`src/design/fdl_pkg.sv`:
```
// ----------------------------------------------------------------------------
// fdl_pkg: shared types and constants of the frame delay line
// Holds store geometry, item kind codes, the queued memory operation and the
// pointer advance helper.
// ----------------------------------------------------------------------------
package fdl_pkg;

  localparam int FRAME_W   = 32;
  localparam int MAX_DELAY = 256;
  localparam int ADDR_W    = $clog2(MAX_DELAY);
  localparam int CNT_W     = ADDR_W + 1;
  localparam int KIND_W    = 2;

  // Depth of the queues between front, back and the result port.
  localparam int Q_DEPTH = 4;
  localparam int Q_AW    = $clog2(Q_DEPTH);
  localparam int Q_CW    = Q_AW + 1;

  localparam logic [CNT_W-1:0] DELAY_RST = CNT_W'(1);
  localparam logic [CNT_W-1:0] DELAY_MAX = CNT_W'(MAX_DELAY);

  localparam logic [KIND_W-1:0] KIND_DATA  = 2'd0;
  localparam logic [KIND_W-1:0] KIND_TICK  = 2'd1;
  localparam logic [KIND_W-1:0] KIND_FLUSH = 2'd2;
  localparam logic [KIND_W-1:0] KIND_RESET = 2'd3;

  // One store access: an optional read of the oldest frame, then an
  // optional write of the new frame.
  typedef struct packed {
    logic               rd;
    logic               wr;
    logic [ADDR_W-1:0]  rd_addr;
    logic [ADDR_W-1:0]  wr_addr;
    logic [FRAME_W-1:0] wr_data;
  } mem_op_t;

  function automatic logic [ADDR_W-1:0] advance(input logic [ADDR_W-1:0] idx,
                                                input logic [CNT_W-1:0]  eff);
    logic [CNT_W-1:0] nxt;
    nxt = {1'b0, idx} + CNT_W'(1);
    return (nxt >= eff) ? '0 : nxt[ADDR_W-1:0];
  endfunction

endpackage

```
`src/design/fdl_cmdq.sv`:
```
// ----------------------------------------------------------------------------
// fdl_cmdq: operation queue between front and back
// A small FIFO of store operations so that each side can stall on its own.
// ----------------------------------------------------------------------------
module fdl_cmdq (
  input  logic             clk,
  input  logic             rst_n,
  input  logic             push,
  input  fdl_pkg::mem_op_t push_op,
  output logic             full,
  input  logic             pop,
  output logic             empty,
  output fdl_pkg::mem_op_t head
);

  fdl_pkg::mem_op_t          q_r [fdl_pkg::Q_DEPTH];
  logic [fdl_pkg::Q_AW-1:0]  wp_r, rp_r;
  logic [fdl_pkg::Q_CW-1:0]  cnt_r;

  assign full  = (cnt_r == fdl_pkg::Q_CW'(fdl_pkg::Q_DEPTH));
  assign empty = (cnt_r == '0);
  assign head  = q_r[rp_r];

  always_ff @(posedge clk) begin
    if (push) begin
      q_r[wp_r] <= push_op;
    end
  end

  always_ff @(posedge clk) begin
    if (!rst_n) begin
      wp_r  <= '0;
      rp_r  <= '0;
      cnt_r <= '0;
    end else begin
      if (push) begin
        wp_r <= wp_r + fdl_pkg::Q_AW'(1);
      end
      if (pop) begin
        rp_r <= rp_r + fdl_pkg::Q_AW'(1);
      end
      if (push && !pop) begin
        cnt_r <= cnt_r + fdl_pkg::Q_CW'(1);
      end else if (pop && !push) begin
        cnt_r <= cnt_r - fdl_pkg::Q_CW'(1);
      end
    end
  end

endmodule

```
`config.mk`:
```
export PLATFORM = sky130hd
export DESIGN_NAME = fdl_cmdq
export DESIGN_NICKNAME = d
export VERILOG_FILES = /design/src/design/fdl_pkg.sv /design/src/design/fdl_cmdq.sv
export SDC_FILE = /design/constraint.sdc
export NUM_CORES = 1
export LEC_CHECK = 0
export BUFFER_PORTS_ARGS = -buffer_cell sky130_fd_sc_hd__buf_2
export CAP_MARGIN = 15
export CORE_MARGIN = 2
export CORE_UTILIZATION = 49
export CTS_BUF_LIST = sky130_fd_sc_hd__clkbuf_8
export CTS_CLUSTER_SIZE = 28
export DETAILED_ROUTE_END_ITERATION = 8
export PLACE_DENSITY = 0.7
export SLEW_MARGIN = 25
export SYNTH_ARGS = -nofsm -noshare
export SYNTH_HDL_FRONTEND = slang
export SYNTH_SLANG_ARGS = --single-unit
export TNS_END_PERCENT = 20
```
`constraint.sdc`:
```
create_clock -name clk -period 6.05 [get_ports clk]
set_clock_uncertainty 0.2 [all_clocks]
set_input_delay 1.21 -clock clk [delete_from_list [all_inputs] [get_ports clk]]
set_output_delay 1.21 -clock clk [all_outputs]
set_load 0.02 [all_outputs]
```
## Yosys cells after proc, flatten, opt, wreduce, memory -nomap -nowiden

Memories as Yosys holds them, arrays and structs flattened. A register that Yosys moved wholly into a read port is not among the register bits.
Index checks and enable logic that the tools add are counted.

- Bits in registers: 7
- Memories: 1
- Bits of input ports: 54
- RAM bits: 200
- Output and inout port bits: 52
- Word-level logic and storage cells: 21

- Add/subtract/negate cells: 4
- Mux-type cells: 6
- Equality and inequality tests: 1
- Reduce and logical (&&, ||, !) cells: 6

Memory list:

| name | depth | bits a word | read ports | clocked after memory_dff | write ports | line | text |
|---|---|---|---|---|---|---|---|
| q_r | 4 | 50 | 1 | 1 | 1 | fdl_cmdq.sv:16 | `fdl_pkg::mem_op_t q_r [fdl_pkg::Q_DEPTH];` |

Operator list:

| operator | number |
|---|---|
| $mux 3 | 2 |
| $add 2x1->2 const B | 2 |
| $mux 2 | 2 |
| $add 3x1->3 const B | 1 |
| $eq 3x3->1 const B | 1 |
| $logic_not 3->1 | 1 |
| $sub 3x1->3 const B | 1 |
| $logic_and 1x1->1 | 2 |
| $logic_not 1->1 | 2 |
| $mux 1 | 2 |
| $reduce_bool 2->1 | 1 |

## Logic depth before layout (Yosys ltp)

- Word-level depth: 4
- Depth in mapped cells: 7
- Depth with buffers taken out: 7

## Least setup slack after synthesis

Ideal clock, no wire load.

- Kind: input -> register
- Start: in push
- End: mem q_r[0][0] (netlist name) (enable)
- Data required time: 5437 ps
- Setup time: 413 ps
- Cell stages on the path: 1
- Slack: 3033 ps
- Buffers on the path: 0
- Data arrival time: 2404 ps
- Path through: and2_1

- Cells in the longest elaborated chain, start to end: 2

RTL lines:

| element | line | text |
|---|---|---|
| from (decl) | fdl_cmdq.sv:8 | `input logic push,` |
| $mux 1 | fdl_cmdq.sv:25 | `if (push) begin` |
| $mux 1 (implied by the code) | fdl_cmdq.sv:26 | `q_r[wp_r] <= push_op;` |
| to (decl) | fdl_cmdq.sv:16 |  |

No other way between the ends.

==> out/results.ini <==
[status]
status = finished, final reports clean

[clocking]
cts_buffers = 34
cts_tree = yes
cts_hold_buffers = 0
clk_pin_slew_ns = 0.06
post_cts_buffers = 0
cts_buffer_depth = 3
worstSkewPairLatency_ns = 0.49
cts_max_level = 2
cts-root-buf = clkbuf_8
clock-sinks = 209
cts_resized = 0

[floorplanning]
start_util = 0.5039
die_h_um = 129.5
die_area_mm2 = 0.01677
ios = 106
die_w_um = 129.5
core-area_mm2 = 0.01531
rows = 45

[run]
cap_violations = 0

[synth]
yosysWarnings = 0
syn_inst = 305
ys_top_cells_by_area = edfxtp_1 (78%), mux4_2 (15%), dfxtp_1 (2.3%)
ys_ff_latch = 209
yosysMostFrequentCell = edfxtp_1
synth-compound-area-share = 0.001621
synthSimpleGateAreaFrac = 0.01184
ys_types = 21
synth_nets = 365
ys_seq_area_frac = 0.8016
synth_area_mm2 = 0.007717
syn_avg_cell_area_um2 = 25.30
ys.flop_type = edfxtp_1
synth_adder_area_share = 0.01070
synthArstFlopShare = 0
synth_common_cells = edfxtp_1 (200), mux4_2 (50), and2_1 (9), dfxtp_1 (9)
muxShareOfSynthArea = 0.1485
synth_edf_count = 200
netlist.area_leader.share = 0.7782
synth_largest_area_cell = edfxtp_1
synth_top_family_by_area = multiplexers
synthXorXnorAreaFrac = 0.005674

[hold_path]
hold_path.class = flop to flop

[worst_setup_path]
crit_arrival_ns = 2.28
crit_family = flip-flops
crit_fanout = 26
critPathCaptureType = primary output
crit_chain = buf_12, mux4_2, buf_2
critPathKind = flop to primary output
cp.required_ns = 4.64
max_stage_delay_ns = 0.70
cpMaxStageDelayCell = dfxtp_4
cp-start-kind = flop
worstPathBufferInverterCount = 2

[detailed_routing]
ant_nets = 0
vias = 3497
wl_um = 13220
drt_pass1_iterations = 4
routed_via_density = 5.204
dr.first_iter.drc_count = 203
drc_errors = 0
routedWlPerCell_um = 19.67

[cells_and_area]
areaGrowthSynthToFinish_pct = 16.72
num_antenna_cells = 0
final_net_count = 500
n_fill_cell = 1174
final_cells = 672
final_layout_size_suffix_gt1_frac = 0.4490

[placed_design]
gp_congestion = 0.6654
dpl.cell_count = 615
dp_hpwl_um = 7655
io_buffers = 105

[grt]
grt_max_degree = 51
grt_first_pass_wirelength_um = 20440
grt_pass1_vias = 3843
grt_use_total = 0.1639
grt_antenna_before_repair = 0
grt_overflow_total = 0

[timing]
slew_headroom = 0.4934
post-route-min-period_ns = 3.688
fin_crit_sh = 0.6096
setup_tns_ns = 0
fmax_ghz = 0.2712
timing.final.hold_violations = 0
rsz0062_at_grt = no
tightest_slew_ns = 0.7599
final_max_slew_viol_count = 0
setup_viol = 0

[power]
pwr_density_cell_mw_per_mm2 = 339.9
ir_worst_vdd_mv = 0.1745
p_leak_nw = 3.113

tightest hold or removal path, delay by kind of cell, from the launching register on:
kind | cells | cell delay (ns)
compound gates | 2 | 0.16
flops | 1 | 0.32
worst paths after layout:
path / from / endpoint / slack (ns) / depth (start not counted)
max: flop / head[11] / 2.36 / 3
min: cnt_r[2] / cnt_r[2] / 0.33 / 2
max reg2reg: wp_r[0] / q_r[2][40] / 3.88 / 4
min reg2reg: cnt_r[2] / cnt_r[2] / 0.33 / 2
report_power, final:
group | total (mW) | switching [mW] | internal [mW]
combinational | 0.335 | 0.193 | 0.142
clock | 1.03 | 0.501 | 0.534
sequential | 1.69 | 0.0296 | 1.66
total | 3.06 | 0.723 | 2.34
kinds of logic after synthesis:
| logic type | Yosys count |
|---|---|
| AOI/OAI and AO/OA | 2 |
| xor gates and xnor gates | 5 |
| adders and majority gates | 6 |
| buffers and inverters | 16 |
| DFF | 209 |
| muxes | 52 |
| and+or+nand+nor | 15 |
sequential cells by signal (all words and copies together) (netlist names), named ones only:
| signal | cells |
|---|---|
| rp_r | 2 |
| q_r | 200 |
| wp_r | 2 |
| cnt_r | 3 |
cell type report:
class / count / area [µm²] / area share
clock buffers: 35 / 481.7 / 0.05348
clock inverters: 22 / 91.34 / 0.01014
inverters: 4 / 15.01 / 0.001667
multi-input cells: 80 / 1381 / 0.1534
flip-flops and latches: 209 / 6191 / 0.6873
well taps: 211 / 264.0 / 0.02931
repair buffers: 111 / 583.1 / 0.06473
placed cells by master, fill, tap and decap left out, drive strengths merged:
master      n
clkbuf     35
or3         1
clkinvlp    1
buf       111
xnor2       2
nor2b       2
inv        18
mux4       50
ha          5
mux2i       2
and2        9
nor3        1
nor3b       1
dfxtp       9
nand2       1
a21boi      1
fa          1
o21ai       1
edfxtp    200
xor2        3
clkinv      7
through the flow:
step	util	hold slack [ns]	power (mW)	instance area (µm²)	worst slack, ns
5_1_grt	0.5882	0.3763	3.191	9007	2.182
2_1_floorplan	-	0.2724	1.951	7717	3.033
3_5_place_dp	0.5507	0.3252	2.065	8434	2.799
4_1_cts	0.5882	0.3350	3.106	9007	2.264
3_3_place_gp	0.5494	0.2858	2.050	8414	2.695
6_report	0.5882	0.3252	3.062	9007	2.362
per-layer routing:
layer	track usage	vias up	routed length, µm
met5	0	-	0
met4	0.05629	0	261
met3	0.04996	24	749
met2	0.2712	97	6684
met1	0.2089	1822	5523
li1	-	1554	-
Power figures use the tool's default switching activity.
