--- src/design/fdl_pkg.sv ---
// ----------------------------------------------------------------------------
// fdl_pkg: shared types and constants of the frame delay line
// Holds store geometry, item kind codes, the queued memory operation and the
// pointer advance helper.
// ----------------------------------------------------------------------------
package fdl_pkg;

  localparam int FRAME_W   = 32;
  localparam int MAX_DELAY = 256;
  localparam int ADDR_W    = $clog2(MAX_DELAY);
  localparam int CNT_W     = ADDR_W + 1;
  localparam int KIND_W    = 2;

  // Depth of the queues between front, back and the result port.
  localparam int Q_DEPTH = 4;
  localparam int Q_AW    = $clog2(Q_DEPTH);
  localparam int Q_CW    = Q_AW + 1;

  localparam logic [CNT_W-1:0] DELAY_RST = CNT_W'(1);
  localparam logic [CNT_W-1:0] DELAY_MAX = CNT_W'(MAX_DELAY);

  localparam logic [KIND_W-1:0] KIND_DATA  = 2'd0;
  localparam logic [KIND_W-1:0] KIND_TICK  = 2'd1;
  localparam logic [KIND_W-1:0] KIND_FLUSH = 2'd2;
  localparam logic [KIND_W-1:0] KIND_RESET = 2'd3;

  // One store access: an optional read of the oldest frame, then an
  // optional write of the new frame.
  typedef struct packed {
    logic               rd;
    logic               wr;
    logic [ADDR_W-1:0]  rd_addr;
    logic [ADDR_W-1:0]  wr_addr;
    logic [FRAME_W-1:0] wr_data;
  } mem_op_t;

  function automatic logic [ADDR_W-1:0] advance(input logic [ADDR_W-1:0] idx,
                                                input logic [CNT_W-1:0]  eff);
    logic [CNT_W-1:0] nxt;
    nxt = {1'b0, idx} + CNT_W'(1);
    return (nxt >= eff) ? '0 : nxt[ADDR_W-1:0];
  endfunction

endpackage

--- src/design/fdl_front.sv ---
// ----------------------------------------------------------------------------
// fdl_front: item classification and pointer control
// Tracks priming, drain and both ring pointers, and turns each accepted item
// into at most one store operation for the back end.
// ----------------------------------------------------------------------------
module fdl_front (
  input  logic                         clk,
  input  logic                         rst_n,
  input  logic                         cfg_we,
  input  logic [fdl_pkg::CNT_W-1:0]    cfg_delay_count,
  input  logic                         accept,
  input  logic [fdl_pkg::KIND_W-1:0]   in_kind,
  input  logic [fdl_pkg::FRAME_W-1:0]  in_frame,
  output logic                         op_valid,
  output fdl_pkg::mem_op_t             op
);

  logic [fdl_pkg::ADDR_W-1:0] ri_r, ri_nxt, wi_r, wi_nxt;
  logic                       prime_r, prime_nxt;
  logic [fdl_pkg::CNT_W-1:0]  held_r, held_nxt;
  logic                       drain_r, drain_nxt;
  logic [fdl_pkg::CNT_W-1:0]  left_r, left_nxt;
  logic [fdl_pkg::CNT_W-1:0]  delay_r;
  logic [fdl_pkg::CNT_W-1:0]  eff;

  // A delay of zero behaves as one; anything above the store is clamped.
  always_comb begin
    if (delay_r == '0) begin
      eff = fdl_pkg::CNT_W'(1);
    end else if (delay_r > fdl_pkg::DELAY_MAX) begin
      eff = fdl_pkg::DELAY_MAX;
    end else begin
      eff = delay_r;
    end
  end

  always_comb begin
    ri_nxt     = ri_r;
    wi_nxt     = wi_r;
    prime_nxt  = prime_r;
    held_nxt   = held_r;
    drain_nxt  = drain_r;
    left_nxt   = left_r;
    op.rd      = 1'b0;
    op.wr      = 1'b0;
    op.rd_addr = ri_r;
    op.wr_addr = wi_r;
    op.wr_data = in_frame;
    unique case (in_kind)
      fdl_pkg::KIND_DATA: begin
        op.wr  = 1'b1;
        wi_nxt = fdl_pkg::advance(wi_r, eff);
        if (prime_r) begin
          held_nxt = held_r + fdl_pkg::CNT_W'(1);
          if (held_nxt >= eff) begin
            prime_nxt = 1'b0;
          end
        end else begin
          op.rd  = 1'b1;
          ri_nxt = fdl_pkg::advance(ri_r, eff);
        end
      end
      fdl_pkg::KIND_TICK: begin
        if (drain_r) begin
          if (left_r == '0) begin
            drain_nxt = 1'b0;
          end else begin
            op.rd    = 1'b1;
            ri_nxt   = fdl_pkg::advance(ri_r, eff);
            left_nxt = left_r - fdl_pkg::CNT_W'(1);
          end
        end
      end
      fdl_pkg::KIND_FLUSH: begin
        drain_nxt = 1'b1;
        left_nxt  = held_r;
      end
      fdl_pkg::KIND_RESET: begin
        ri_nxt    = '0;
        wi_nxt    = '0;
        prime_nxt = 1'b1;
        held_nxt  = '0;
        drain_nxt = 1'b0;
        left_nxt  = '0;
      end
      default: begin
      end
    endcase
  end

  assign op_valid = accept && (op.rd || op.wr);

  always_ff @(posedge clk) begin
    if (!rst_n || cfg_we) begin
      ri_r    <= '0;
      wi_r    <= '0;
      prime_r <= 1'b1;
      held_r  <= '0;
      drain_r <= 1'b0;
      left_r  <= '0;
    end else if (accept) begin
      ri_r    <= ri_nxt;
      wi_r    <= wi_nxt;
      prime_r <= prime_nxt;
      held_r  <= held_nxt;
      drain_r <= drain_nxt;
      left_r  <= left_nxt;
    end
  end

  always_ff @(posedge clk) begin
    if (!rst_n) begin
      delay_r <= fdl_pkg::DELAY_RST;
    end else if (cfg_we) begin
      delay_r <= cfg_delay_count;
    end
  end

endmodule

--- config.mk ---
export PLATFORM = sky130hd
export DESIGN_NAME = fdl_front
export DESIGN_NICKNAME = d
export VERILOG_FILES = /design/src/design/fdl_pkg.sv /design/src/design/fdl_front.sv
export SDC_FILE = /design/constraint.sdc
export NUM_CORES = 1
export LEC_CHECK = 0
export ABC_AREA = 1
export BUFFER_PORTS_ARGS = -buffer_cell sky130_fd_sc_hd__buf_2
export CAP_MARGIN = 20
export CORE_MARGIN = 2
export CORE_UTILIZATION = 53
export DETAILED_ROUTE_END_ITERATION = 16
export HOLD_SLACK_MARGIN = 0.12
export PLACE_DENSITY = 0.86
export SLEW_MARGIN = 20
export SYNTH_ARGS = -nofsm -noshare
export SYNTH_HDL_FRONTEND = slang
export SYNTH_SLANG_ARGS = --single-unit
--- constraint.sdc ---
create_clock -name clk -period 2.2 [get_ports clk]
set_input_delay 0.33 -clock clk [delete_from_list [all_inputs] [get_ports clk]]
set_output_delay 0.33 -clock clk [all_outputs]
set_load 0.1 [all_outputs]
* Word level (Yosys, flattened, before mapping)
Cells that the tools add are included.
Word-level totals: flip-flop bits (word level) 45, input bits 47, output and inout bits 51, logic and storage cells 60
Cells by class: $add $sub $neg 4, $lt $le $gt $ge 4, eq/ne operators 7, mux-type cells 23, reductions and logical operators 15
Operators with widths (count):
- 9-bit 2-to-1 mux | 5
- 8-bit 2-to-1 mux | 5
- 9-bit >= comparator | 3
- 9-bit case mux with 3 select lines | 1
- 8-bit case mux with 3 select lines | 1
- 8-bit by 1-bit adder with 9-bit output (second input constant) | 2
- 9-bit logical NOT | 2
- 9-bit case mux with 2 select lines | 1
- 8-bit case mux with 2 select lines | 1
- 9-bit by 1-bit adder with 9-bit output (second input constant) | 1
- 9-bit > comparator (second input constant) | 1
- 9-bit by 1-bit subtractor with 9-bit output (second input constant) | 1
- 2-bit inequality test (second input constant) | 4
- 1-bit 2-to-1 mux | 6
- 3-bit nonzero test | 2
- 5-bit AND reduction | 1
- 2-bit equality test (second input constant) | 2
- 1-bit case mux with 2 select lines | 2
- 2-bit AND reduction | 2
- 4-bit AND reduction | 1
- 1-bit case mux with 3 select lines | 1
- 3-bit AND reduction | 1
- 2-bit by 1-bit equality test with 1-bit output (second input constant) | 1
- 2-bit logical NOT | 1
- 4 further kinds | 5

* Depth between registers and ports, before layout
Gate-level depths: netlist of the first run.
depth in word-level cells 8, mapped depth 15, gate-level depth less buffers 15

* Worst setup path after synthesis of the first run
OpenSTA, ideal clock, no wires.
path type input port to output port, start in in_kind[0] (netlist bit), end out op[49] (netlist bit), arrival 3.574 ns, required time 1.870 ns, path slack -1.704 ns, cell stages on the path 4, cell sequence inv_1 > ha_1 > inv_1 > o21ai_0
RTL lines:
- from (decl) | RTL line fdl_front.sv:12 | input logic [fdl_pkg::KIND_W-1:0] in_kind,
- to (decl) | RTL line fdl_front.sv:15 | output fdl_pkg::mem_op_t op

* Worst setup path in the final report of the first run
start reg held_r[0] (netlist bit), end reg prime_r
Between the ends: longest elaborated chain between the ends 5
RTL lines:
- from (decl) | RTL line fdl_front.sv:20 | logic [fdl_pkg::CNT_W-1:0] held_r, held_nxt;
- from (signal assigned) | RTL line fdl_front.sv:105 | held_r <= held_nxt;
- 9-bit by 1-bit adder with 9-bit output | RTL line fdl_front.sv:54 | held_nxt = held_r + fdl_pkg::CNT_W'(1);
- 9-bit >= comparator | RTL line fdl_front.sv:55 | if (held_nxt >= eff) begin
- 1-bit 2-to-1 mux | RTL line fdl_front.sv:55
- 1-bit 2-to-1 mux | RTL line fdl_front.sv:53 | if (prime_r) begin
- 1-bit case mux with 2 select lines | RTL line fdl_front.sv:49 | unique case (in_kind)
- to (signal assigned) | RTL line fdl_front.sv:104 | prime_r <= prime_nxt;
- to (decl) | RTL line fdl_front.sv:19 | logic prime_r, prime_nxt;
Every way passes these cells. A chain may end at the register's enable or synchronous reset.

==> tab_implementation.tex, run 1 <==
\begin{tabular}{lr}
\hline
Metric & Value \\
\hline
\multicolumn{2}{l}{\textbf{Pwr}} \\
Leakage power summed over all cells & about 1.8 nW \\
Power density of the placed cells & $\sim$460 nW/um\^{}2 \\
IR drop worst, VDD & $\sim$0.44 mV \\
Overall power after layout & $\sim$1.9 mW \\
\multicolumn{2}{l}{\textbf{Route}} \\
Drt first-iter violations & 265 \\
Wire length the detailed router placed on met1 & between 3 and 4 mm \\
Final routed DRC violation total & 0 \\
Final Routed Wirelength & between 8 and 9 mm \\
Detailed route wirelength on metal3 & 516 um \\
Via total after detailed routing & approximately 3400 \\
Length of the first detailed-routing pass in iterations & 5 \\
WL per Instance & roughly 14 um \\
Antenna Violating Nets Remaining & 0 \\
Top routing layer in use & met4 \\
Average vias per placed instance & 5.53 \\
Detailed route wirelength on metal2 & between 4 and 5 mm \\
\multicolumn{2}{l}{\textbf{Finish}} \\
Syn-to-layout area delta & 15.8\% \\
Sequential Area & around 960 um\^{}2 \\
Number of fillers in the final layout & approximately 550 \\
Number of nets in the layout & 626 \\
Footprint of the multi-input gates & roughly 2400 um\^{}2 \\
Final antenna diode count & 0 \\
Final core area utilization & about 64\% \\
Fraction of layout cells with a size suffix above 1 & between 20\% and 30\% \\
\multicolumn{2}{l}{\textbf{STA}} \\
Pins over their slew limit & 0 \\
Maximum clock frequency & around 450 MHz \\
Transition time at the pin with the least slew margin & between 0.5 and 0.6 ns \\
Setup TNS & -0.0174 ns \\
Final setup fails & 1 \\
Unrepaired setup endpoints after global routing & yes \\
Final clock period utilization by the worst path & 101\% \\
Hold Vio Cnt, Final & 0 \\
Worst slew margin relative to its limit & between 60\% and 70\% \\
Fin Clk Skew & roughly 0.0068 ns \\
Post-route worst setup slack & -0.0174 ns \\
Crit path time final & between 2 and 2.5 ns \\
\multicolumn{2}{l}{\textbf{Min path}} \\
Worst Hold Class & input port to flip-flop \\
\multicolumn{2}{l}{\textbf{Global routing}} \\
Via count of the first global-routing pass & around 3100 \\
Global router's overall resource usage & 22.2\% \\
Initial antenna violation count & 0 \\
Total gr overflow & 0 \\
Global-route wire length before repair & between 10 and 15 mm \\
Largest net degree at the start of global routing & 27 \\
\multicolumn{2}{l}{\textbf{Job}} \\
Number of maximum-capacitance constraint violations & 0 \\
\multicolumn{2}{l}{\textbf{Synth}} \\
Top flip-flop cell by instance count after synthesis & sky130\_fd\_sc\_hd\_\_dfxtp\_1 \\
Average size of a mapped cell & 6.60 um\^{}2 \\
Post-synthesis net count & 615 \\
Count of distinct cell types in the synthesized netlist & 33 \\
Gate Count Post-Synth & 532 \\
Asr flop ratio synth & 0\% \\
Sequential cell area fraction in the yosys report & between 20\% and 30\% \\
Cell Area, Synth & $\sim$3500 um\^{}2 \\
Post-synthesis register bit count & 45 \\
Warnings from Yosys & 0 \\
EDFF count, synth & 0 \\
\multicolumn{2}{l}{\textbf{Run status}} \\
Result of the run & complete, but fails checks \\
Violated checks & negative setup slack \\
\multicolumn{2}{l}{\textbf{CTS}} \\
Root Driver & sky130\_fd\_sc\_hd\_\_clkbuf\_8 \\
H-tree level count & 2 \\
Worst skew pair latency & 0.31 ns \\
Clock buffer depth & 2 \\
Number of buffers inserted during clock tree synthesis & 5 \\
Clock slew at reported path FFs & approximately 0.090 ns \\
CTS tree & built \\
Sinks on the clock net & between 40 and 50 \\
\multicolumn{2}{l}{\textbf{Floorplanning}} \\
DIE AREA & between 7000 and 8000 um\^{}2 \\
Floorplan Core Area & 6390 um\^{}2 \\
Chip Height & 85.4 um \\
Number of placement rows & 29 \\
Starting density of the core & 55.0\% \\
Number of top-level design ports & 98 \\
Chip width & between 80 and 90 um \\
\multicolumn{2}{l}{\textbf{Placed design}} \\
Detailed placer's ending HPWL & between 5 and 6 mm \\
Final weighted congestion in routability-driven placement & 0.856 \\
Number of buffers added on ports & 33 \\
\multicolumn{2}{l}{\textbf{Setup path}} \\
Crit. End Element & flip-flop \\
Worst setup path category & flip-flop to flip-flop \\
Worst endpoint data arrival time & 2.43 ns \\
Data required time of the critical path & 2.41 ns \\
Peak fanout along the critical path & 4 \\
Startpoint type of the worst setup path & flip-flop \\
\hline
\end{tabular}
[layout by cell type, fill, tap and decap left out, types with 7 or more instances in the layout]
| cell type | count |
|---|---|
| sky130_fd_sc_hd__a21oi_1 | 34 |
| sky130_fd_sc_hd__buf_2 | 31 |
| sky130_fd_sc_hd__buf_4 | 11 |
| sky130_fd_sc_hd__dfxtp_1 | 24 |
| sky130_fd_sc_hd__dfxtp_2 | 8 |
| sky130_fd_sc_hd__dfxtp_4 | 13 |
| sky130_fd_sc_hd__ha_1 | 28 |
| sky130_fd_sc_hd__ha_4 | 7 |
| sky130_fd_sc_hd__inv_1 | 56 |
| sky130_fd_sc_hd__nand2_1 | 128 |
| sky130_fd_sc_hd__nand2_2 | 10 |
| sky130_fd_sc_hd__nand3_1 | 20 |
| sky130_fd_sc_hd__nand3_2 | 13 |
| sky130_fd_sc_hd__nor2_1 | 55 |
| sky130_fd_sc_hd__nor2_2 | 12 |
| sky130_fd_sc_hd__nor2_4 | 7 |
| sky130_fd_sc_hd__o21ai_0 | 19 |
| sky130_fd_sc_hd__xor2_1 | 11 |
[per-layer routing]
layer	global-route usage (%)	up-vias
li1	-	1690
met1	27.2	1601
met2	38.2	120
met3	4.67	24
met4	8.23	0
met5	0	-
[layout make-up]
cell class                      count  share of cell area [%]
Timing Repair Buffer               44                    6.84
Clock inverter                      1                   0.123
Multi-Input combinational cell    383                    58.6
Clock buffer                        7                    2.40
Tap cell                           77                    2.37
Inverter                           64                    6.07
Sequential cell                    45                    23.6
[critical path: stages (launching register included)]
cell and delay (ns):
sky130_fd_sc_hd__dfxtp_4 0.38, sky130_fd_sc_hd__ha_4 0.14, sky130_fd_sc_hd__nand2_1 0.09, sky130_fd_sc_hd__nor2_4 0.17, sky130_fd_sc_hd__nand3_2 0.09, sky130_fd_sc_hd__xor2_1 0.19
sky130_fd_sc_hd__inv_1 0.12, sky130_fd_sc_hd__ha_4 0.29, sky130_fd_sc_hd__nand2_1 0.09, sky130_fd_sc_hd__a21oi_2 0.17, sky130_fd_sc_hd__nor2_1 0.07, sky130_fd_sc_hd__nand4_1 0.14
sky130_fd_sc_hd__nand2_1 0.07, sky130_fd_sc_hd__nand2_1 0.06, sky130_fd_sc_hd__nand2_1 0.05
[synth_stat cells, types with 5 or more instances]
cell type | number | area [um^2]
sky130_fd_sc_hd__o21ai_1 | 5 | 25.0
sky130_fd_sc_hd__inv_1 | 58 | 218
sky130_fd_sc_hd__nor2_1 | 63 | 236
sky130_fd_sc_hd__ha_1 | 36 | 450
sky130_fd_sc_hd__xor2_1 | 12 | 105
sky130_fd_sc_hd__o21ai_0 | 20 | 100
sky130_fd_sc_hd__nor2_2 | 6 | 37.5
sky130_fd_sc_hd__a21oi_1 | 40 | 200
sky130_fd_sc_hd__buf_4 | 32 | 240
sky130_fd_sc_hd__dfxtp_1 | 45 | 901
sky130_fd_sc_hd__nand3_1 | 32 | 160
sky130_fd_sc_hd__nand2_1 | 138 | 518
sky130_fd_sc_hd__nor2_4 | 5 | 56.3
[flip-flops by register name, summed over array words and instances (netlist names)]
name and flops:
delay_r 9, drain_r 1, held_r 9, left_r 9, prime_r 1, ri_r 8
wi_r 8
[worst paths after layout]
path / slack (ns) / startpoint / cells after the start / end
max: -0.02 / held_r[0] / 14 / prime_r
min: 0.23 / cfg_delay_count[0] / 3 / delay_r[0]
max reg2reg: -0.02 / held_r[0] / 14 / prime_r
min reg2reg: 0.48 / left_r[0] / 2 / left_r[0]
[stage by stage]
stage               worst slack [ns]  instance area (um^2)  instances  hold slack, ns
global placement               0.136                  3620        604           0.465
detailed placement         -0.000733                  3620        604           0.471
CTS                          0.00313                  3730        612           0.227
global route                  -0.104                  4060        621           0.248
finish                       -0.0174                  4060        621           0.228
floorplan                     0.0214                  3590        532           0.452
[power breakdown]
part | switching, mW | internal, mW | total (mW)
registers | 0.0215 | 0.821 | 0.843
clock network | 0.308 | 0.292 | 0.600
logic | 0.295 | 0.147 | 0.442
[cells by family (layout without fill, tap and decap cells)]
group | after synthesis | count (layout) | synth area share [%]
AOI/OAI and AO/OA | 72 | 72 | 10.9
xor gates and xnor gates | 15 | 15 | 3.74
buffers and inverters | 104 | 116 | 14.9
adders and majority gates | 36 | 36 | 12.8
DFF | 45 | 45 | 25.7
and+or+nand+nor | 260 | 260 | 31.9
[repair_timing]
| item | 4_1_cts | 5_1_grt |
|---|---|---|
| endpoints found under the setup margin | 3 | 19 |
| hold buffers | 0 | 0 |
| pin swaps | 2 | 23 |
| buffers inserted | 0 | 9 |
| gates resized for setup | 5 | 61 |
Power figures use the tool's default switching activity.
==> run 2, diff against run 1 <==
CORE_UTILIZATION = 48   (was 53)
PLACE_DENSITY = 0.82   (was 0.86)
RECOVER_POWER = 50   (was default)
clock period = 1.83 ns   (was 2.2 ns; I/O delays follow)
==> tab_implementation.tex, run 2 (synthesis results as in run 1) <==
\begin{tabular}{lr}
\hline
Metric & Value \\
\hline
\multicolumn{2}{l}{\textbf{Finish}} \\
Final design instance area without fill & 4870 um\^{}2 (+20\%) \\
Number of nets in the layout & 683 (+9.1\%) \\
Footprint of the multi-input gates & 2740 um\^{}2 (+15\%) \\
Syn-to-layout area delta & 38.9\% \\
Final antenna diode count & 0 (unchanged) \\
Number of fillers in the final layout & 527 (-3.5\%) \\
Sequential Area & 965 um\^{}2 (+0.52\%) \\
Most frequent cells in the layout & sky130\_fd\_sc\_hd\_\_nand2\_1 (113), sky130\_fd\_sc\_hd\_\_buf\_4 (65), sky130\_fd\_sc\_hd\_\_inv\_1 (49), sky130\_fd\_sc\_hd\_\_nor2\_1 (47), sky130\_fd\_sc\_hd\_\_buf\_2 (30) \\
Regs by FF count & delay\_r (9), held\_r (9), left\_r (9) \\
Fraction of layout cells with a size suffix above 1 & 44.3\% (+17 points) \\
Most common cell after layout, fill and taps aside & sky130\_fd\_sc\_hd\_\_nand2\_1 \\
Post-route non-filler standard cell count & 700 (+13\%) \\
\multicolumn{2}{l}{\textbf{STA}} \\
Maximum clock frequency & 456 MHz (+1.2\%) \\
Transition time at the pin with the least slew margin & 0.502 ns (-0.0658 ns) \\
Post-route worst setup slack & -0.361 ns (-0.344 ns) \\
Worst slew margin relative to its limit & 66.8\% (+4.6 points) \\
Unrepaired setup endpoints after global routing & yes \\
Final clock period utilization by the worst path & 120\% (+19 points) \\
Setup TNS & -4.93 ns (-4.91 ns) \\
Pins over their slew limit & 0 (unchanged) \\
Fin Clk Skew & 0.00762 ns (+0.000783 ns) \\
Hold Vio Cnt, Final & 0 (unchanged) \\
Final setup fails & 18 (+17) \\
Crit path time final & 2.19 ns (-0.0261 ns) \\
Hold WS & 0.178 ns (-0.0500 ns) \\
\multicolumn{2}{l}{\textbf{Placed design}} \\
Number of buffers added on ports & 33 (unchanged) \\
Detailed placer's ending HPWL & 6.60 mm (+13\%) \\
Final weighted congestion in routability-driven placement & 0.834 (-2.5\%) \\
Number of instances in the placed design & 677 (+12\%) \\
Placed cell area & 4110 um\^{}2 (+14\%) \\
\multicolumn{2}{l}{\textbf{Setup path}} \\
Worst endpoint data arrival time & 2.42 ns (about the same) \\
Peak fanout along the critical path & 8 (+4) \\
Crit. End Element & flip-flop \\
Worst setup path category & flip-flop to flip-flop \\
Data required time of the critical path & 2.06 ns (-0.35 ns) \\
Startpoint type of the worst setup path & flip-flop \\
Register-to-Register Setup Slack & -0.36 ns (-0.34 ns) \\
\multicolumn{2}{l}{\textbf{CTS}} \\
Number of buffers inserted during clock tree synthesis & 5 (unchanged) \\
Worst skew pair latency & 0.31 ns (about the same) \\
Clock slew at reported path FFs & 0.09 ns (about the same) \\
Sinks on the clock net & 45 (unchanged) \\
H-tree level count & 2 (unchanged) \\
Root Driver & sky130\_fd\_sc\_hd\_\_clkbuf\_8 \\
CTS tree & built \\
Clock buffer depth & 2 (unchanged) \\
\multicolumn{2}{l}{\textbf{Floorplanning}} \\
Number of placement rows & 31 (+6.9\%) \\
Chip width & 89.5 um (+4.8\%) \\
DIE AREA & 8010 um\^{}2 (+9.9\%) \\
Chip Height & 89.5 um (+4.8\%) \\
Number of top-level design ports & 98 (unchanged) \\
Starting density of the core & 48.9\% (-6.0 points) \\
Floorplan Core Area & 7180 um\^{}2 (+12\%) \\
\multicolumn{2}{l}{\textbf{Pwr}} \\
Leakage power summed over all cells & 2.19 nW (+19\%) \\
Power density of the placed cells & 477 nW/um\^{}2 (+2.7\%) \\
IR drop worst, VDD & 0.394 mV (-10\%) \\
\multicolumn{2}{l}{\textbf{Min path}} \\
Worst Hold Class & input port to flip-flop \\
\multicolumn{2}{l}{\textbf{Route}} \\
Drt first-iter violations & 258 (-2.6\%) \\
Final Routed Wirelength & 11.2 mm (+30\%) \\
Final routed DRC violation total & 0 (unchanged) \\
Detailed route wirelength on metal2 & 5.72 mm (+32\%) \\
Detailed route wirelength on metal3 & 700 um (+36\%) \\
Top routing layer in use & met4 \\
Via total after detailed routing & 3857 (+12\%) \\
WL per Instance & 16.0 um (+15\%) \\
Length of the first detailed-routing pass in iterations & 5 (unchanged) \\
Average vias per placed instance & 5.51 (-0.39\%) \\
Wire length the detailed router placed on met1 & 4.25 mm (+20\%) \\
Antenna Violating Nets Remaining & 0 (unchanged) \\
\multicolumn{2}{l}{\textbf{Global routing}} \\
Via count of the first global-routing pass & 3532 (+12\%) \\
Largest net degree at the start of global routing & 20 (-26\%) \\
Global router's overall resource usage & 24.7\% (+2.5 points) \\
Total gr overflow & 0 (unchanged) \\
Initial antenna violation count & 0 (unchanged) \\
Global-route wire length before repair & 15.5 mm (+15\%) \\
\multicolumn{2}{l}{\textbf{Job}} \\
Number of maximum-capacitance constraint violations & 0 (unchanged) \\
\multicolumn{2}{l}{\textbf{Run status}} \\
Result of the run & complete, but fails checks \\
Violated checks & negative setup slack \\
\hline
\end{tabular}
-- run 2: power breakdown --
group	internal [mW]	switching (mW)
sequential	0.984	0.0206
combinational	0.258	0.424
clock	0.266	0.370
-- run 2: final timing paths --
check / startpoint / endpoint / cells past startpoint
worst max-delay path: wi_r[0] / wi_r[4] / 13
worst max register to register: wi_r[0] / wi_r[4] / 13
worst min-delay path: cfg_delay_count[0] / delay_r[0] / 3
worst min register to register: held_r[7] / held_r[7] / 2
-- run 2: per-stage QoR --
step | total power, mW | worst slack [ns] | util (%)
after floorplan | 1.73 | -0.297 | -
final | 2.32 | -0.361 | 67.9
after CTS | 2.21 | -0.182 | 64.8
after global placement | 1.53 | -0.180 | 57.3
after detailed placement | 1.55 | -0.259 | 57.3
after global routing | 2.43 | -0.485 | 67.9
-- run 2: repair_timing --
item                                    CTS  global route
setup buffers                            11             4
endpoints found under the setup margin   19            19
resized for setup                        77            50
hold buffers                              0             0
pin swaps                                45            23
-- run 2: per-layer routing --
| layer | global-route usage [%] | vias up |
|---|---|---|
| li1 | - | 1798 |
| met1 | 26.9 | 1812 |
| met2 | 47.3 | 184 |
| met3 | 5.17 | 63 |
| met4 | 7.87 | 0 |
| met5 | 0 | - |
-- run 2: cell type report --
| class | instances | share of cell area [%] |
|---|---|---|
| multi-input cells | 383 | 56.3 |
| flip-flops and latches | 45 | 19.8 |
| repair buffers | 101 | 14.7 |
| inverters | 64 | 4.98 |
| well taps | 99 | 2.54 |
| clock buffers | 6 | 1.49 |
| clock inverters | 2 | 0.205 |
-- run 2: critical path, stage by stage, from the launching register on --
cell and delay [ns]:
sky130_fd_sc_hd__dfxtp_4 0.39, sky130_fd_sc_hd__ha_4 0.16, sky130_fd_sc_hd__nand3_4 0.09, sky130_fd_sc_hd__nor2_4 0.14, sky130_fd_sc_hd__nand3_4 0.10, sky130_fd_sc_hd__nor2_4 0.12
sky130_fd_sc_hd__ha_4 0.23, sky130_fd_sc_hd__nand2_2 0.07, sky130_fd_sc_hd__nor2_1 0.07, sky130_fd_sc_hd__nor2_2 0.14, sky130_fd_sc_hd__nand2_2 0.08, sky130_fd_sc_hd__nor2_4 0.27
sky130_fd_sc_hd__nand3_2 0.09, sky130_fd_sc_hd__a21oi_1 0.15
==> run 3, diff against run 2 <==
CELL_PAD_IN_SITES_DETAIL_PLACEMENT = 0   (was default)
CELL_PAD_IN_SITES_GLOBAL_PLACEMENT = 2   (was default)
CORE_UTILIZATION = 30   (was 48)
PLACE_DENSITY = 0.91   (was 0.82)
clock period = 2.6 ns   (was 1.83 ns; I/O delays follow)
==> tab_implementation.tex, run 3 (synthesis results as in run 1) <==
\begin{tabular}{lr}
\hline
Metric & Value \\
\hline
\multicolumn{2}{l}{\textbf{Run status}} \\
Result of the run & complete, no violations \\
\multicolumn{2}{l}{\textbf{Finish}} \\
Number of fillers in the final layout & 1268 (+140\%) \\
Final antenna diode count & 0 (unchanged) \\
Final core area utilization & 33.1\% (-35 points) \\
Fraction of layout cells with a size suffix above 1 & 13.3\% (-31 points) \\
Most frequent cells in the layout & sky130\_fd\_sc\_hd\_\_nand2\_1 (138), sky130\_fd\_sc\_hd\_\_nor2\_1 (63), sky130\_fd\_sc\_hd\_\_inv\_1 (58), sky130\_fd\_sc\_hd\_\_a21oi\_1 (39), sky130\_fd\_sc\_hd\_\_ha\_1 (35) \\
Footprint of the multi-input gates & 2110 um\^{}2 (-23\%) \\
Most common cell after layout, fill and taps aside & sky130\_fd\_sc\_hd\_\_nand2\_1 \\
Syn-to-layout area delta & 7.70\% \\
Sequential Area & 915 um\^{}2 (-5.2\%) \\
Number of nets in the layout & 617 (-9.7\%) \\
Regs by FF count & delay\_r (9), held\_r (9), left\_r (9) \\
\multicolumn{2}{l}{\textbf{CTS}} \\
H-tree level count & 2 (unchanged) \\
Sinks on the clock net & 45 (unchanged) \\
CTS tree & built \\
Clock slew at reported path FFs & 0.06 ns (-0.03 ns) \\
Number of buffers inserted during clock tree synthesis & 5 (unchanged) \\
Worst skew pair latency & 0.29 ns (-0.02 ns) \\
Root Driver & sky130\_fd\_sc\_hd\_\_clkbuf\_16 \\
Clock buffer depth & 2 (unchanged) \\
Count of hold-fix buffers inserted at cts & 0 (unchanged) \\
\multicolumn{2}{l}{\textbf{Pwr}} \\
Internal power component & 1.22 mW (-19\%) \\
Leakage power summed over all cells & 1.76 nW (-20\%) \\
Logic pwr share & 18.9\% (-11 points) \\
Power density of the placed cells & 460 nW/um\^{}2 (-3.5\%) \\
P\_sw & 0.518 mW (-36\%) \\
Overall power after layout & 1.74 mW (-25\%) \\
Share of power burned in the clock network & 39.5\% (+12 points) \\
Fraction of power spent switching nets & 29.8\% (-5.3 points) \\
Sequential share of power & 41.6\% (-1.6 points) \\
IR drop worst, VDD & 0.227 mV (-43\%) \\
\multicolumn{2}{l}{\textbf{Global routing}} \\
Global-route wire length before repair & 14.0 mm (-9.4\%) \\
Largest net degree at the start of global routing & 20 (unchanged) \\
Via count of the first global-routing pass & 3018 (-15\%) \\
Total gr overflow & 0 (unchanged) \\
Initial antenna violation count & 0 (unchanged) \\
Global router's overall resource usage & 13.5\% (-11 points) \\
\multicolumn{2}{l}{\textbf{STA}} \\
Hold Vio Cnt, Final & 0 (unchanged) \\
Post-route worst setup slack & 0.217 ns (+0.579 ns) \\
Hold WS & 0.311 ns (+0.133 ns) \\
Crit path time final & roughly 2.4 ns \\
Final clock period utilization by the worst path & around nine tenths \\
Worst slew margin relative to its limit & 22.4\% (-44 points) \\
Fin Clk Skew & 0.00515 ns (-0.00247 ns) \\
Unrepaired setup endpoints after global routing & no \\
Final setup fails & 0 (-18) \\
Transition time at the pin with the least slew margin & 1.17 ns (+0.667 ns) \\
Pins over their slew limit & 0 (unchanged) \\
Setup TNS & 0 ns (+4.93 ns) \\
Maximum clock frequency & 420 MHz \\
\multicolumn{2}{l}{\textbf{Placed design}} \\
Detailed placer's ending HPWL & 6.28 mm (-4.8\%) \\
Final weighted congestion in routability-driven placement & 0.781 (-6.4\%) \\
Pre-CTS setup slack & 0.335 ns (+0.594 ns) \\
Number of buffers added on ports & 33 (unchanged) \\
\multicolumn{2}{l}{\textbf{Setup path}} \\
Worst setup path category & flip-flop to primary output \\
Worst endpoint data arrival time & 1.99 ns (-0.43 ns) \\
Beginning of the worst register-to-register path & ri\_r[0] \\
Data required time of the critical path & 2.21 ns (+0.15 ns) \\
Crit. End Element & primary output \\
Peak fanout along the critical path & 4 (-4) \\
Setup crit start & left\_r[0] \\
Startpoint type of the worst setup path & flip-flop \\
\multicolumn{2}{l}{\textbf{Route}} \\
Final Routed Wirelength & 8.08 mm (-28\%) \\
Length of the first detailed-routing pass in iterations & 5 (unchanged) \\
WL per Instance & 11.9 um (-26\%) \\
Via total after detailed routing & 3111 (-19\%) \\
Drt first-iter violations & 130 (-50\%) \\
Antenna Violating Nets Remaining & 0 (unchanged) \\
Final routed DRC violation total & 0 (unchanged) \\
Average vias per placed instance & 4.59 (-17\%) \\
\multicolumn{2}{l}{\textbf{Floorplanning}} \\
Number of placement rows & 39 (+26\%) \\
DIE AREA & 12600 um\^{}2 (+57\%) \\
Chip width & 112 um (+25\%) \\
Number of top-level design ports & 98 (unchanged) \\
Floorplan Core Area & 11400 um\^{}2 (+59\%) \\
Chip Height & 112 um (+25\%) \\
Starting density of the core & 30.7\% (-18 points) \\
\multicolumn{2}{l}{\textbf{Job}} \\
Number of maximum-capacitance constraint violations & 0 (unchanged) \\
\multicolumn{2}{l}{\textbf{Min path}} \\
HP Start & cfg\_delay\_count[0] \\
Worst Hold Class & input port to flip-flop \\
\hline
\end{tabular}
-- run 3: metrics by stage --
stage,cell area [um^2],cells
global placement,3630,670
global route,3780,678
CTS,3780,678
finish,3780,678
detailed placement,3630,670
floorplan,3550,532
-- run 3: what timing repair did --
action,in CTS,in global routing
resized for setup,0,2
buffers inserted,0,0
setup endpoints to repair,0,2
-- run 3: area by class of cell --
type / count / share of cell area, %
inverters: 64 / 6.42
repair buffers: 35 / 4.67
flip-flops and latches: 45 / 24.2
multi-input cells: 383 / 55.8
clock buffers: 7 / 4.04
clock inverters: 1 / 0.132
well taps: 143 / 4.73
-- run 3: power by group through the flow --
stage / Sequential (mW) / Combinational (mW) / Clock (mW)
floorplan: 0.743 / 0.478 / 0
global placement: 0.738 / 0.327 / 0
detailed placement: 0.739 / 0.330 / 0
CTS: 0.723 / 0.332 / 0.712
global route: 0.725 / 0.381 / 0.739
finish: 0.723 / 0.329 / 0.687
-- run 3: worst paths after layout --
path	end	slack [ns]	cells past startpoint
worst min-delay path	delay_r[0]	0.31	3
worst max-delay path	op_valid	0.22	8
worst max register to register	ri_r[5]	0.32	13
worst min register to register	wi_r[1]	0.49	2
-- run 3: metal layers --
| metal | part of all wire (%) | track usage (%) | wire length, um |
|---|---|---|---|
| met1 | 50 | 17.5 | 4020 |
| met2 | 45 | 22.4 | 3670 |
| met3 | 3.5 | 3.35 | 285 |
| met4 | 1.3 | 3.66 | 107 |
| met5 | 0 | 0 | 0 |
-- run 3: worst max-delay path, cell delays in order, from the launching register on --
cell	delay (ns)
sky130_fd_sc_hd__dfxtp_1	0.35
sky130_fd_sc_hd__inv_1	0.06
sky130_fd_sc_hd__ha_1	0.24
sky130_fd_sc_hd__nand2_2	0.12
sky130_fd_sc_hd__nor2_4	0.05
sky130_fd_sc_hd__a21boi_0	0.22
sky130_fd_sc_hd__nand2_1	0.18
sky130_fd_sc_hd__a21oi_4	0.14
sky130_fd_sc_hd__clkbuf_4	0.33
